## config.mk

```make
export PLATFORM = sky130hd
export DESIGN_NAME = stepper_motor_limit_switch_model_top
export DESIGN_NICKNAME = d
export VERILOG_FILES = /design/src/rtl/core/smls_pkg.sv /design/src/rtl/core/smls_ctrl.sv /design/src/rtl/core/smls_dp.sv /design/src/rtl/core/stepper_motor_limit_switch_model_top.sv
export VERILOG_INCLUDE_DIRS = /design/src /design/src/rtl/core
export SDC_FILE = /design/constraint.sdc
export NUM_CORES = 2
export LEC_CHECK = 0
export ABC_AREA = 1
export BUFFER_PORTS_ARGS = -buffer_cell sky130_fd_sc_hd__buf_2
export CAP_MARGIN = 20
export CORE_MARGIN = 2
export CORE_UTILIZATION = 30
export CTS_CLUSTER_SIZE = 14
export DETAILED_ROUTE_END_ITERATION = 16
export GPL_TIMING_DRIVEN = 0
export PLACE_DENSITY = 0.48
export SLEW_MARGIN = 40
export SYNTH_ARGS = -nofsm -noshare
export SYNTH_HDL_FRONTEND = slang
export SYNTH_SLANG_ARGS = --single-unit
export TNS_END_PERCENT = 50
```

## constraint.sdc

```tcl
create_clock -name clk_i -period 17.05 [get_ports clk_i]
set_input_delay 1.705 -clock clk_i [delete_from_list [all_inputs] [get_ports clk_i]]
set_output_delay 1.705 -clock clk_i [all_outputs]
set_load 0.02 [all_outputs]
```

## src/rtl/core/stepper_motor_limit_switch_model_top_assert.svh

```systemverilog
// Assertion macros for the stepper motor limit switch model.
`ifndef STEPPER_MOTOR_LIMIT_SWITCH_MODEL_TOP_ASSERT_SVH
`define STEPPER_MOTOR_LIMIT_SWITCH_MODEL_TOP_ASSERT_SVH
`ifndef SYNTHESIS
// property must hold at every edge outside reset
`define SMLS_ASSERT(lbl, clk, rst_n, prop) \
  lbl: assert property (@(posedge clk) disable iff (!rst_n) prop) \
    else $error("smls assertion failed");
// consequent must hold in the cycle after the antecedent
`define SMLS_ASSERT_NEXT(lbl, clk, rst_n, ante, cons) \
  lbl: assert property (@(posedge clk) disable iff (!rst_n) (ante) |=> (cons)) \
    else $error("smls assertion failed");
`else
`define SMLS_ASSERT(lbl, clk, rst_n, prop)
`define SMLS_ASSERT_NEXT(lbl, clk, rst_n, ante, cons)
`endif
`endif

```

## src/rtl/core/smls_pkg.sv

```systemverilog
`default_nettype none
package smls_pkg;

  localparam int unsigned PosWidthDef  = 32;
  localparam int unsigned PhaseBitsDef = 10;

  localparam int unsigned OpW       = 3;
  localparam int unsigned FracW     = 17;
  localparam int unsigned MsW       = 9;
  localparam int unsigned MsCountW  = 10;
  localparam int unsigned VelW      = 6;
  localparam int unsigned CfgIdxW   = 2;
  localparam int unsigned CfgDataW  = 32;
  localparam int unsigned InTdataW  = 56;
  localparam int unsigned OutTdataW = 120;
  localparam int unsigned DivSteps  = 8;
  localparam int unsigned DivCntW   = 3;
  localparam int unsigned MulCntW   = $clog2(FracW);

  localparam logic [FracW-1:0]    FracOne     = 17'h10000;
  localparam logic [CfgDataW-1:0] PosLimitRst = 32'd10000;
  localparam logic [CfgDataW-1:0] NegLimitRst = 32'hFFFF_D8F0;
  localparam logic [MsW-1:0]      MsRst       = 9'd4;
  localparam logic [8:0]          RndFull     = 9'd256;
  localparam logic signed [VelW-1:0] VelUp    = 6'sd25;
  localparam logic signed [VelW-1:0] VelDown  = -6'sd25;

  localparam logic [CfgIdxW-1:0] CfgPosLimit = 2'd0;
  localparam logic [CfgIdxW-1:0] CfgNegLimit = 2'd1;
  localparam logic [CfgIdxW-1:0] CfgMsSize   = 2'd2;
  localparam logic [CfgIdxW-1:0] CfgFullStep = 2'd3;

  typedef enum logic [OpW-1:0] {
    OP_SET_TARGET = 3'd0,
    OP_SET_POS    = 3'd1,
    OP_MOVE       = 3'd2,
    OP_SW_EN      = 3'd3,
    OP_MOTOR_EN   = 3'd4,
    OP_DEFAULTS   = 3'd5,
    OP_READ       = 3'd6
  } op_e;

  typedef enum logic [3:0] {
    ST_IDLE,
    ST_EXEC,
    ST_DIV,
    ST_ROUND,
    ST_WAIT,
    ST_CHECK,
    ST_MUL,
    ST_STEP,
    ST_PCLAMP,
    ST_NCLAMP,
    ST_COMMIT,
    ST_SETTLE,
    ST_DONE
  } state_e;

  typedef struct packed {
    logic latch;
    logic exec;
    logic div_start;
    logic div_step;
    logic rnd_apply;
    logic mul_start;
    logic mul_step;
    logic mv_step;
    logic mv_pclamp;
    logic mv_nclamp;
    logic mv_commit;
    logic out_load;
  } dp_cmd_t;

  typedef struct packed {
    op_e  op;
    logic full_step;
    logic go;
    logic motor;
    logic div_last;
    logic mul_last;
  } dp_stat_t;

endpackage
`default_nettype wire

```

## src/rtl/core/smls_ctrl.sv

```systemverilog
`default_nettype none
`include "stepper_motor_limit_switch_model_top_assert.svh"
module smls_ctrl import smls_pkg::*; (
  input  logic     clk_i,
  input  logic     rst_ni,
  input  logic     s_tvalid_i,
  output logic     s_tready_o,
  input  logic     m_tready_i,
  output logic     m_tvalid_o,
  input  dp_stat_t stat_i,
  output dp_cmd_t  cmd_o
);

  state_e state_q, state_d;
  logic   out_valid_q, out_valid_d;

  always_ff @(posedge clk_i or negedge rst_ni) begin
    if (!rst_ni) begin
      state_q     <= ST_IDLE;
      out_valid_q <= 1'b0;
    end else begin
      state_q     <= state_d;
      out_valid_q <= out_valid_d;
    end
  end

  always_comb begin
    state_d = state_q;
    unique case (state_q)
      ST_IDLE: begin
        if (s_tvalid_i) state_d = ST_EXEC;
      end
      ST_EXEC: begin
        if (stat_i.op == OP_SET_TARGET && stat_i.full_step) state_d = ST_DIV;
        else if (stat_i.op == OP_MOVE) state_d = ST_WAIT;
        else state_d = ST_SETTLE;
      end
      ST_DIV: begin
        if (stat_i.div_last) state_d = ST_ROUND;
      end
      ST_ROUND:  state_d = ST_SETTLE;
      ST_WAIT:   state_d = ST_CHECK;
      ST_CHECK: begin
        state_d = stat_i.go ? ST_MUL : ST_SETTLE;
      end
      ST_MUL: begin
        if (stat_i.mul_last) state_d = ST_STEP;
      end
      ST_STEP: begin
        state_d = stat_i.motor ? ST_PCLAMP : ST_SETTLE;
      end
      ST_PCLAMP: state_d = ST_NCLAMP;
      ST_NCLAMP: state_d = ST_COMMIT;
      ST_COMMIT: state_d = ST_SETTLE;
      ST_SETTLE: state_d = ST_DONE;
      ST_DONE: begin
        if (!out_valid_q || m_tready_i) state_d = ST_IDLE;
      end
      default:   state_d = ST_IDLE;
    endcase
  end

  always_comb begin
    cmd_o      = '0;
    s_tready_o = 1'b0;
    unique case (state_q)
      ST_IDLE: begin
        s_tready_o  = 1'b1;
        cmd_o.latch = s_tvalid_i;
      end
      ST_EXEC: begin
        cmd_o.exec      = 1'b1;
        cmd_o.div_start = (stat_i.op == OP_SET_TARGET) && stat_i.full_step;
      end
      ST_DIV:    cmd_o.div_step  = 1'b1;
      ST_ROUND:  cmd_o.rnd_apply = 1'b1;
      ST_CHECK:  cmd_o.mul_start = stat_i.go;
      ST_MUL:    cmd_o.mul_step  = 1'b1;
      ST_STEP:   cmd_o.mv_step   = 1'b1;
      ST_PCLAMP: cmd_o.mv_pclamp = 1'b1;
      ST_NCLAMP: cmd_o.mv_nclamp = 1'b1;
      ST_COMMIT: cmd_o.mv_commit = 1'b1;
      ST_DONE:   cmd_o.out_load  = !out_valid_q || m_tready_i;
      default: begin
      end
    endcase
  end

  // a new result refills the slot in the cycle the old one transfers
  always_comb begin
    if (cmd_o.out_load) out_valid_d = 1'b1;
    else if (m_tready_i) out_valid_d = 1'b0;
    else out_valid_d = out_valid_q;
  end

  assign m_tvalid_o = out_valid_q;

  `SMLS_ASSERT(a_no_overwrite, clk_i, rst_ni, cmd_o.out_load |-> (!out_valid_q || m_tready_i))
  `SMLS_ASSERT_NEXT(a_accept_exec, clk_i, rst_ni, s_tvalid_i && s_tready_o, state_q == ST_EXEC)
  `SMLS_ASSERT_NEXT(a_mul_to_step, clk_i, rst_ni, state_q == ST_MUL && stat_i.mul_last, state_q == ST_STEP)

endmodule
`default_nettype wire

```

## src/rtl/core/smls_dp.sv

```systemverilog
`default_nettype none
module smls_dp import smls_pkg::*; #(
  parameter int unsigned POS_WIDTH  = PosWidthDef,
  parameter int unsigned PHASE_BITS = PhaseBitsDef
) (
  input  logic                 clk_i,
  input  logic                 rst_ni,
  input  logic                 cfg_we_i,
  input  logic [CfgIdxW-1:0]   cfg_addr_i,
  input  logic [CfgDataW-1:0]  cfg_wdata_i,
  input  logic [InTdataW-1:0]  in_tdata_i,
  input  logic [OpW-1:0]       in_tuser_i,
  input  dp_cmd_t              cmd_i,
  output dp_stat_t             stat_o,
  output logic [OutTdataW-1:0] out_tdata_o
);

  localparam int unsigned XW = (POS_WIDTH > 32) ? POS_WIDTH : 32;
  localparam int unsigned PW = POS_WIDTH + FracW;
  localparam int unsigned MW = (PHASE_BITS > MsCountW) ? PHASE_BITS : MsCountW;

  // configuration
  logic [CfgDataW-1:0] plim_cfg_q, nlim_cfg_q;
  logic [MsW-1:0]      ms_cfg_q;
  logic                fstep_q;

  // latched command
  op_e                  op_q;
  logic [POS_WIDTH-1:0] sv_q;
  logic [FracW-1:0]     frac_q;
  logic blk_in_q, force_in_q, zero_in_q, pen_in_q, nen_in_q, men_in_q;

  // model state
  logic [POS_WIDTH-1:0] abs_q, log_q, goal_q;
  logic pos_on_q, neg_on_q, motor_q, blocked_q, forced_q;

  // registered status flags
  logic up_q, pos_act_q, neg_act_q, eq_q, stepping_q;

  // rounding divider
  logic [MsW-1:0]     rem_q;
  logic [7:0]         dvd_q;
  logic [DivCntW-1:0] div_cnt_q;
  logic               rnd_down_q;

  // fraction multiplier and move
  logic [POS_WIDTH-1:0] mag_q, absg_q;
  logic [PW-1:0]        prod_q;
  logic [MulCntW-1:0]   mul_cnt_q;
  logic                 mv_up_q;

  logic [OutTdataW-1:0] out_q;

  logic [XW-1:0]        plim_x, nlim_x, sv_x;
  logic [POS_WIDTH-1:0] plim_w, nlim_w;
  logic [MsW-1:0]       ms_eff;

  assign plim_x = XW'($signed(plim_cfg_q));
  assign nlim_x = XW'($signed(nlim_cfg_q));
  assign sv_x   = XW'($signed(in_tdata_i[31:0]));
  assign plim_w = plim_x[POS_WIDTH-1:0];
  assign nlim_w = nlim_x[POS_WIDTH-1:0];
  assign ms_eff = (ms_cfg_q == '0) ? MsW'(1) : ms_cfg_q;

  // switch reading and stepping condition
  logic pos_act_c, neg_act_c, up_c, eq_c, stepping_c;
  assign pos_act_c  = forced_q | (pos_on_q & !($signed(abs_q) < $signed(plim_w)));
  assign neg_act_c  = forced_q | (neg_on_q & !($signed(nlim_w) < $signed(abs_q)));
  assign up_c       = $signed(log_q) < $signed(goal_q);
  assign eq_c       = (log_q == goal_q);
  assign stepping_c = !eq_c && !blocked_q && (up_c ? !pos_act_c : !neg_act_c);

  // rounding phase
  logic [16:0]    rnd_prod;
  logic [7:0]     rnd_d;
  logic [9:0]     div_trial;
  logic           div_ge;
  logic [POS_WIDTH-1:0] rnd_q_ext;
  assign rnd_prod  = 17'(sv_q[7:0] * ms_eff);
  assign rnd_d     = rnd_prod[7:0];
  assign div_trial = {rem_q, dvd_q[7]};
  assign div_ge    = div_trial >= {1'b0, ms_eff};
  assign rnd_q_ext = POS_WIDTH'(dvd_q);

  // multiplier step and signed move distance
  logic [FracW-1:0]     frac_c;
  logic [POS_WIDTH:0]   mul_sum;
  logic [POS_WIDTH-1:0] step_mag, step_s;
  assign frac_c   = (frac_q > FracOne) ? FracOne : frac_q;
  assign mul_sum  = {1'b0, prod_q[PW-1:FracW]} + (prod_q[0] ? {1'b0, mag_q} : '0);
  assign step_mag = prod_q[POS_WIDTH+15:16];
  assign step_s   = mv_up_q ? step_mag : POS_WIDTH'(-step_mag);

  // result assembly
  logic [XW-1:0]           cur_x, tgt_x, dec_x;
  logic                    mv_c;
  logic signed [VelW-1:0]  vel_c;
  logic [PHASE_BITS-1:0]   ph_c;
  logic [MsCountW-1:0]     msc_c;
  logic [OutTdataW-1:0]    out_c;

  assign cur_x = XW'($signed(log_q));
  assign tgt_x = XW'($signed(goal_q));
  assign dec_x = XW'($signed(abs_q)) - XW'($signed(nlim_w));
  assign mv_c  = motor_q & stepping_q;
  assign vel_c = mv_c ? (up_q ? VelUp : VelDown) : '0;
  assign ph_c  = PHASE_BITS'(log_q[PHASE_BITS-1:0] * ms_eff) - PHASE_BITS'(1);
  assign msc_c = MsCountW'(MW'(ph_c));
  assign out_c = {3'b000, motor_q, eq_q, neg_act_q, pos_act_q, mv_c, msc_c, vel_c,
                  dec_x[31:0], tgt_x[31:0], cur_x[31:0]};

  always_ff @(posedge clk_i or negedge rst_ni) begin
    if (!rst_ni) begin
      plim_cfg_q <= PosLimitRst;
      nlim_cfg_q <= NegLimitRst;
      ms_cfg_q   <= MsRst;
      fstep_q    <= 1'b0;
    end else if (cfg_we_i) begin
      unique case (cfg_addr_i)
        CfgPosLimit: plim_cfg_q <= cfg_wdata_i;
        CfgNegLimit: nlim_cfg_q <= cfg_wdata_i;
        CfgMsSize:   ms_cfg_q   <= cfg_wdata_i[MsW-1:0];
        CfgFullStep: fstep_q    <= cfg_wdata_i[0];
        default: begin
        end
      endcase
    end
  end

  always_ff @(posedge clk_i or negedge rst_ni) begin
    if (!rst_ni) begin
      abs_q      <= '0;
      log_q      <= '0;
      goal_q     <= '0;
      pos_on_q   <= 1'b1;
      neg_on_q   <= 1'b1;
      motor_q    <= 1'b0;
      blocked_q  <= 1'b0;
      forced_q   <= 1'b0;
      up_q       <= 1'b0;
      pos_act_q  <= 1'b0;
      neg_act_q  <= 1'b0;
      eq_q       <= 1'b1;
      stepping_q <= 1'b0;
    end else begin
      up_q       <= up_c;
      pos_act_q  <= pos_act_c;
      neg_act_q  <= neg_act_c;
      eq_q       <= eq_c;
      stepping_q <= stepping_c;
      if (cmd_i.exec) begin
        unique case (op_q)
          OP_SET_TARGET: begin
            if (!fstep_q) goal_q <= sv_q;
          end
          OP_SET_POS: log_q <= sv_q;
          OP_MOVE: begin
            if (zero_in_q) begin
              abs_q    <= '0;
              log_q    <= '0;
              goal_q   <= '0;
              pos_on_q <= 1'b1;
              neg_on_q <= 1'b1;
            end
            forced_q  <= force_in_q;
            blocked_q <= blk_in_q;
          end
          OP_SW_EN: begin
            pos_on_q <= pen_in_q;
            neg_on_q <= nen_in_q;
          end
          OP_MOTOR_EN: motor_q <= men_in_q;
          OP_DEFAULTS: begin
            abs_q     <= '0;
            log_q     <= '0;
            goal_q    <= '0;
            pos_on_q  <= 1'b1;
            neg_on_q  <= 1'b1;
            forced_q  <= 1'b0;
            blocked_q <= 1'b0;
          end
          default: begin
          end
        endcase
      end
      if (cmd_i.rnd_apply) begin
        goal_q <= rnd_down_q ? (sv_q - rnd_q_ext) : (sv_q + rnd_q_ext);
      end
      // unpowered: only the logical position moves
      if (cmd_i.mv_step && !motor_q) log_q <= log_q + step_s;
      // logical position follows the distance the absolute one really went
      if (cmd_i.mv_commit) begin
        abs_q <= absg_q;
        log_q <= log_q + absg_q - abs_q;
      end
    end
  end

  always_ff @(posedge clk_i) begin
    if (cmd_i.latch) begin
      op_q       <= op_e'(in_tuser_i);
      sv_q       <= sv_x[POS_WIDTH-1:0];
      frac_q     <= in_tdata_i[48:32];
      blk_in_q   <= in_tdata_i[49];
      force_in_q <= in_tdata_i[50];
      zero_in_q  <= in_tdata_i[51];
      pen_in_q   <= in_tdata_i[52];
      nen_in_q   <= in_tdata_i[53];
      men_in_q   <= in_tdata_i[54];
    end
    if (cmd_i.div_start) begin
      rem_q      <= '0;
      dvd_q      <= rnd_d[7] ? 8'(RndFull - {1'b0, rnd_d}) : rnd_d;
      rnd_down_q <= !rnd_d[7];
      div_cnt_q  <= DivCntW'(DivSteps - 1);
    end else if (cmd_i.div_step) begin
      rem_q     <= div_ge ? MsW'(div_trial - {1'b0, ms_eff}) : div_trial[MsW-1:0];
      dvd_q     <= {dvd_q[6:0], div_ge};
      div_cnt_q <= div_cnt_q - 1'b1;
    end
    if (cmd_i.mul_start) begin
      mag_q     <= up_q ? (goal_q - log_q) : (log_q - goal_q);
      mv_up_q   <= up_q;
      prod_q    <= {{POS_WIDTH{1'b0}}, frac_c};
      mul_cnt_q <= MulCntW'(FracW - 1);
    end else if (cmd_i.mul_step) begin
      prod_q    <= {mul_sum, prod_q[FracW-1:1]};
      mul_cnt_q <= mul_cnt_q - 1'b1;
    end
    if (cmd_i.mv_step) begin
      absg_q <= abs_q + step_s;
    end else if (cmd_i.mv_pclamp) begin
      if (pos_on_q && ($signed(plim_w) < $signed(absg_q))) absg_q <= plim_w;
    end else if (cmd_i.mv_nclamp) begin
      if (neg_on_q && ($signed(absg_q) < $signed(nlim_w))) absg_q <= nlim_w;
    end
    if (cmd_i.out_load) out_q <= out_c;
  end

  assign out_tdata_o = out_q;

  assign stat_o.op        = op_q;
  assign stat_o.full_step = fstep_q;
  assign stat_o.go        = stepping_q && (frac_q != '0);
  assign stat_o.motor     = motor_q;
  assign stat_o.div_last  = (div_cnt_q == '0);
  assign stat_o.mul_last  = (mul_cnt_q == '0);

endmodule
`default_nettype wire

```

## src/rtl/core/stepper_motor_limit_switch_model_top.sv

```systemverilog
// A plain command passes through execute, settle and done before its result is valid;
// set target with full-step rounding adds a restoring divider and a rounding step,
// and a move adds wait and check states, then, if it steps, a shift-add fraction
// multiplier and a step state, then, when powered, clamp and commit. One command is in
// flight at a time and the next transfer can be taken in the cycle after the result is
// loaded; a stalled result register holds the controller until it drains. The next
// transfer is taken while the previous result still waits in the output register.
// Reset (async, active low) restores default state and config register values at once.
`default_nettype none
module stepper_motor_limit_switch_model_top import smls_pkg::*; #(
  parameter int unsigned POS_WIDTH  = PosWidthDef,
  parameter int unsigned PHASE_BITS = PhaseBitsDef
) (
  input  logic                 clk_i,
  input  logic                 rst_ni,
  input  logic                 cfg_we_i,
  input  logic [CfgIdxW-1:0]   cfg_addr_i,
  input  logic [CfgDataW-1:0]  cfg_wdata_i,
  input  logic                 s_axis_tvalid_i,
  output logic                 s_axis_tready_o,
  // step_value[31:0], move_fraction[48:32], block_motor[49], force_switches[50],
  // zero_all[51], pos_switch_enable_in[52], neg_switch_enable_in[53],
  // motor_enable_in[54], zero pad[55]
  input  logic [InTdataW-1:0]  s_axis_tdata_i,
  // opcode[2:0]
  input  logic [OpW-1:0]       s_axis_tuser_i,
  output logic                 m_axis_tvalid_o,
  input  logic                 m_axis_tready_i,
  // current_position[31:0], target_position[63:32], decoder_position[95:64],
  // velocity[101:96], microstep_count[111:102], moving[112], pos_switch_active[113],
  // neg_switch_active[114], target_reached[115], motor_enabled[116], zero pad[119:117]
  output logic [OutTdataW-1:0] m_axis_tdata_o
);

  dp_cmd_t  cmd;
  dp_stat_t stat;

  smls_ctrl u_ctrl (
    .clk_i      (clk_i),
    .rst_ni     (rst_ni),
    .s_tvalid_i (s_axis_tvalid_i),
    .s_tready_o (s_axis_tready_o),
    .m_tready_i (m_axis_tready_i),
    .m_tvalid_o (m_axis_tvalid_o),
    .stat_i     (stat),
    .cmd_o      (cmd)
  );

  smls_dp #(
    .POS_WIDTH  (POS_WIDTH),
    .PHASE_BITS (PHASE_BITS)
  ) u_dp (
    .clk_i       (clk_i),
    .rst_ni      (rst_ni),
    .cfg_we_i    (cfg_we_i),
    .cfg_addr_i  (cfg_addr_i),
    .cfg_wdata_i (cfg_wdata_i),
    .in_tdata_i  (s_axis_tdata_i),
    .in_tuser_i  (s_axis_tuser_i),
    .cmd_i       (cmd),
    .stat_o      (stat),
    .out_tdata_o (m_axis_tdata_o)
  );

endmodule
`default_nettype wire
```

==> results.py <==
metrics = {
    "drt": {
        "drcViolationCount": 0,
        "vias": 38970,
        "drtAntennaViolNets": 0,
        "wl_um": 172600,
        "via_per_inst": 5.037,
        "drt_iter0_drc": 3425,
        "first_pass_iters": 6,
        "routedWlPerCell_um": 22.31,
    },
    "timing": {
        "fin_crit_sh_pct": 33.37,
        "skew_ns": 0.03284,
        "finalHoldViolations": 0,
        "relSlewSlack_pct": 25.25,
        "maxSlewViolCount": 0,
        "setup_viol": 0,
        "period_needed_ns": 5.689,
        "rsz0062_at_grt": "false",
        "fmax_mhz": 175.8,
        "setup_slack_ns": 11.36,
        "tightestPinTransition_ns": 1.110,
        "finalSetupTns_ns": 0,
        "holdWs_ns": 0.4163,
    },
    "flow_run": {
        "cap_violations": 0,
    },
    "floorplan": {
        "boundaryPins": 220,
        "fp-row-count": 136,
        "die_area_sq_um": 141700,
        "start_util_pct": 30.26,
        "chipHeight_um": 376.4,
        "fp.dieW_um": 376.4,
        "core_area_sq_um": 137500,
    },
    "global_route": {
        "grt_max_degree": 62,
        "antenna_found_initial": 13,
        "grt_pass1_wl_um": 250300,
        "grt_pass1_vias": 37400,
        "use_met2_pct": 38.02,
        "grt.met1_usage_pct": 33.31,
        "grt_overflow_total": 0,
        "grt.met3_usage_pct": 3.185,
        "track_usage_pct": 24.01,
        "busiest_layer": "met2",
    },
    "cts": {
        "path_clk_slew_ns": 0.06,
        "clock_sinks": 497,
        "cts_buffer_depth": 3,
        "h-tree-depth": 3,
        "cts_hold_buf": 0,
        "worstSkewPairLatency_ns": 0.70,
        "cts_buffers": 69,
        "root_buffer": "clkbuf_16",
        "cts_setup_buffers": 0,
        "post_cts_resized": 0,
        "cts_tree": "built",
    },
    "worst_setup_path": {
        "path_depth": 18,
        "critical_path_buf_inv_count": 5,
        "path_common_cell": "fa_1",
        "cp-end-kind": "flip-flop",
        "path_class": "reg -> reg",
        "crit_arrival_ns": 6.14,
        "crit_family": "adder cells",
        "critical_path.max_stage_delay_ns": 0.57,
        "critPathSlowestCell": "fa_1",
        "cp.required_ns": 17.50,
        "start_kind": "flip-flop",
        "path_cells": "clkbuf_1 > clkbuf_1 > nand2_1 > fa_1 > fa_1 > fa_1 > inv_1 > fa_1 > inv_1 > fa_1 > inv_1 > ha_1 > a21oi_1 > o21ai_0 > a21oi_1 > xor2_1 > nand3b_1 > nand2_1",
        "critPathMaxFanout": 10,
        "ff2ff_path_depth": 18,
    },
    "finish": {
        "final_nets": 6461,
        "fill_cells": 14750,
        "antenna_cells": 0,
        "seq_area_sq_um": 13550,
        "syn_to_final_growth_pct": 14.93,
        "multi_input_area_sq_um": 24200,
        "largest_register_ffs": 114,
        "post-route-util_pct": 34.78,
        "drive_gt1_share_pct": 8.751,
    },
    "pwr": {
        "finalPower_mw": 11.55,
        "ir_worst_vdd_v": 0.0002159,
        "leakagePower_nw": 22.88,
        "p_per_area_nw_per_um2": 241.6,
    },
    "yosys": {
        "syn-mean-instance-area_sq_um": 7.454,
        "yosysWarnings": 0,
        "ys_seq_area_share_pct": 32.57,
        "synth_top_flop_cell": "edfxtp_1",
        "synthCells": 5582,
        "synthesis.area_sq_um": 41610,
        "synth_edf_count": 263,
        "async_reset_ff_share_pct": 37.22,
        "ys_ff_latch": 497,
        "synthDistinctLibCells": 69,
    },
    "placed_design": {
        "dp_hpwl_um": 145700,
        "post-place-ws_ns": 11.35,
        "portBuffers": 215,
        "place_congestion": 0.9894,
    },
    "worst_hold_path": {
        "hold_class": "reg -> reg",
        "holdPathStages": 0,
    },
    "run_status": {
        "outcome": "finished clean",
    },
}
==> final timing paths <==
kind / slack [ns] / from / to
max: 11.36 / u_dp.ms_cfg_q[2] / u_dp.out_tdata_o[111]
min: 0.42 / u_dp.pos_act_q / u_dp.out_tdata_o[113]
min in group asynchronous: 0.88 / rst_ni / u_dp.goal_q[15]
min reg2reg: 0.42 / u_dp.pos_act_q / u_dp.out_tdata_o[113]
max in group asynchronous: 14.83 / rst_ni / u_dp.nlim_cfg_q[12]
max reg2reg: 11.36 / u_dp.ms_cfg_q[2] / u_dp.out_tdata_o[111]
==> cells in the mapped netlist, types with 10 or more instances <==
cell,instances,area share [%]
clkbuf_1,59,0.53
ha_1,397,12
inv_2,13,0.12
xnor2_1,56,1.2
o21ai_1,20,0.24
or2_2,13,0.20
edfxtp_1,263,19
a22oi_1,19,0.34
o211ai_1,26,0.47
nor2_1,425,3.8
xor2_1,142,3.0
a21boi_0,18,0.32
nand3_1,266,3.2
o31ai_1,22,0.40
nor4_1,17,0.26
nor2_2,13,0.20
dfrtp_1,152,9.1
o221ai_1,22,0.46
a21oi_1,469,5.6
dfstp_2,33,2.1
inv_1,879,7.9
nand4_1,61,0.92
a21o_1,31,0.56
nor3_1,56,0.67
nand3b_1,12,0.22
buf_4,10,0.18
buf_2,33,0.40
nand2_1,1300,12
o22ai_1,10,0.15
a31oi_1,30,0.45
fa_1,80,3.8
o21ai_0,433,5.2
dfxtp_1,49,2.4
o21bai_1,50,0.90
o21a_1,21,0.38
a211oi_1,10,0.18
==> placed cells by master, fill, tap and decap left out, types with 66 or more instances in the layout <==
cell,instances
dfrtp_1,152
clkbuf_16,74
clkbuf_1,66
a21oi_1,469
edfxtp_1,263
fa_1,80
nor2_1,422
nand2_1,1299
buf_2,247
inv_1,878
xor2_1,135
nand3_1,266
ha_1,397
o21ai_0,428
==> cells by family after synthesis <==
family / synth area share [%]
AOI/OAI and AO/OA: 16.03
xor gates and xnor gates: 4.207
adders and majority gates: 15.79
buffers and inverters: 9.515
DFF: 32.57
muxes: 0.07518
other: 0.009013
and+or+nand+nor: 21.81
==> per-layer routing <==
layer / vias up / wire (um)
li1: 19110 / -
met1: 18440 / 80000
met2: 1198 / 76490
met3: 222 / 9867
met4: 8 / 6186
met5: - / 52
==> per-stage QoR <==
stage / area, sq um / std cells
2_1_floorplan: 41610 / 5584
3_3_place_gp: 44930 / 7593
3_5_place_dp: 45370 / 7609
4_1_cts: 47820 / 7736
5_1_grt: 47820 / 7736
6_report: 47820 / 7736
==> power by group <==
group          leakage (nW)  switching [mW]  internal, mW
logic                  16.7            5.24          2.49
registers              4.99           0.507          1.75
clock network          1.22           0.613         0.959
==> cell type report <==
type	count	share of cell area (%)
Sequential cell	497	28.34
Inverter	896	7.039
Tap cell	1794	4.694
Clock buffer	95	4.331
Multi-Input combinational cell	4069	50.62
Clock inverter	32	0.7824
Timing Repair Buffer	231	2.959
Buffer	122	1.240
Power figures use the tool's default switching activity.
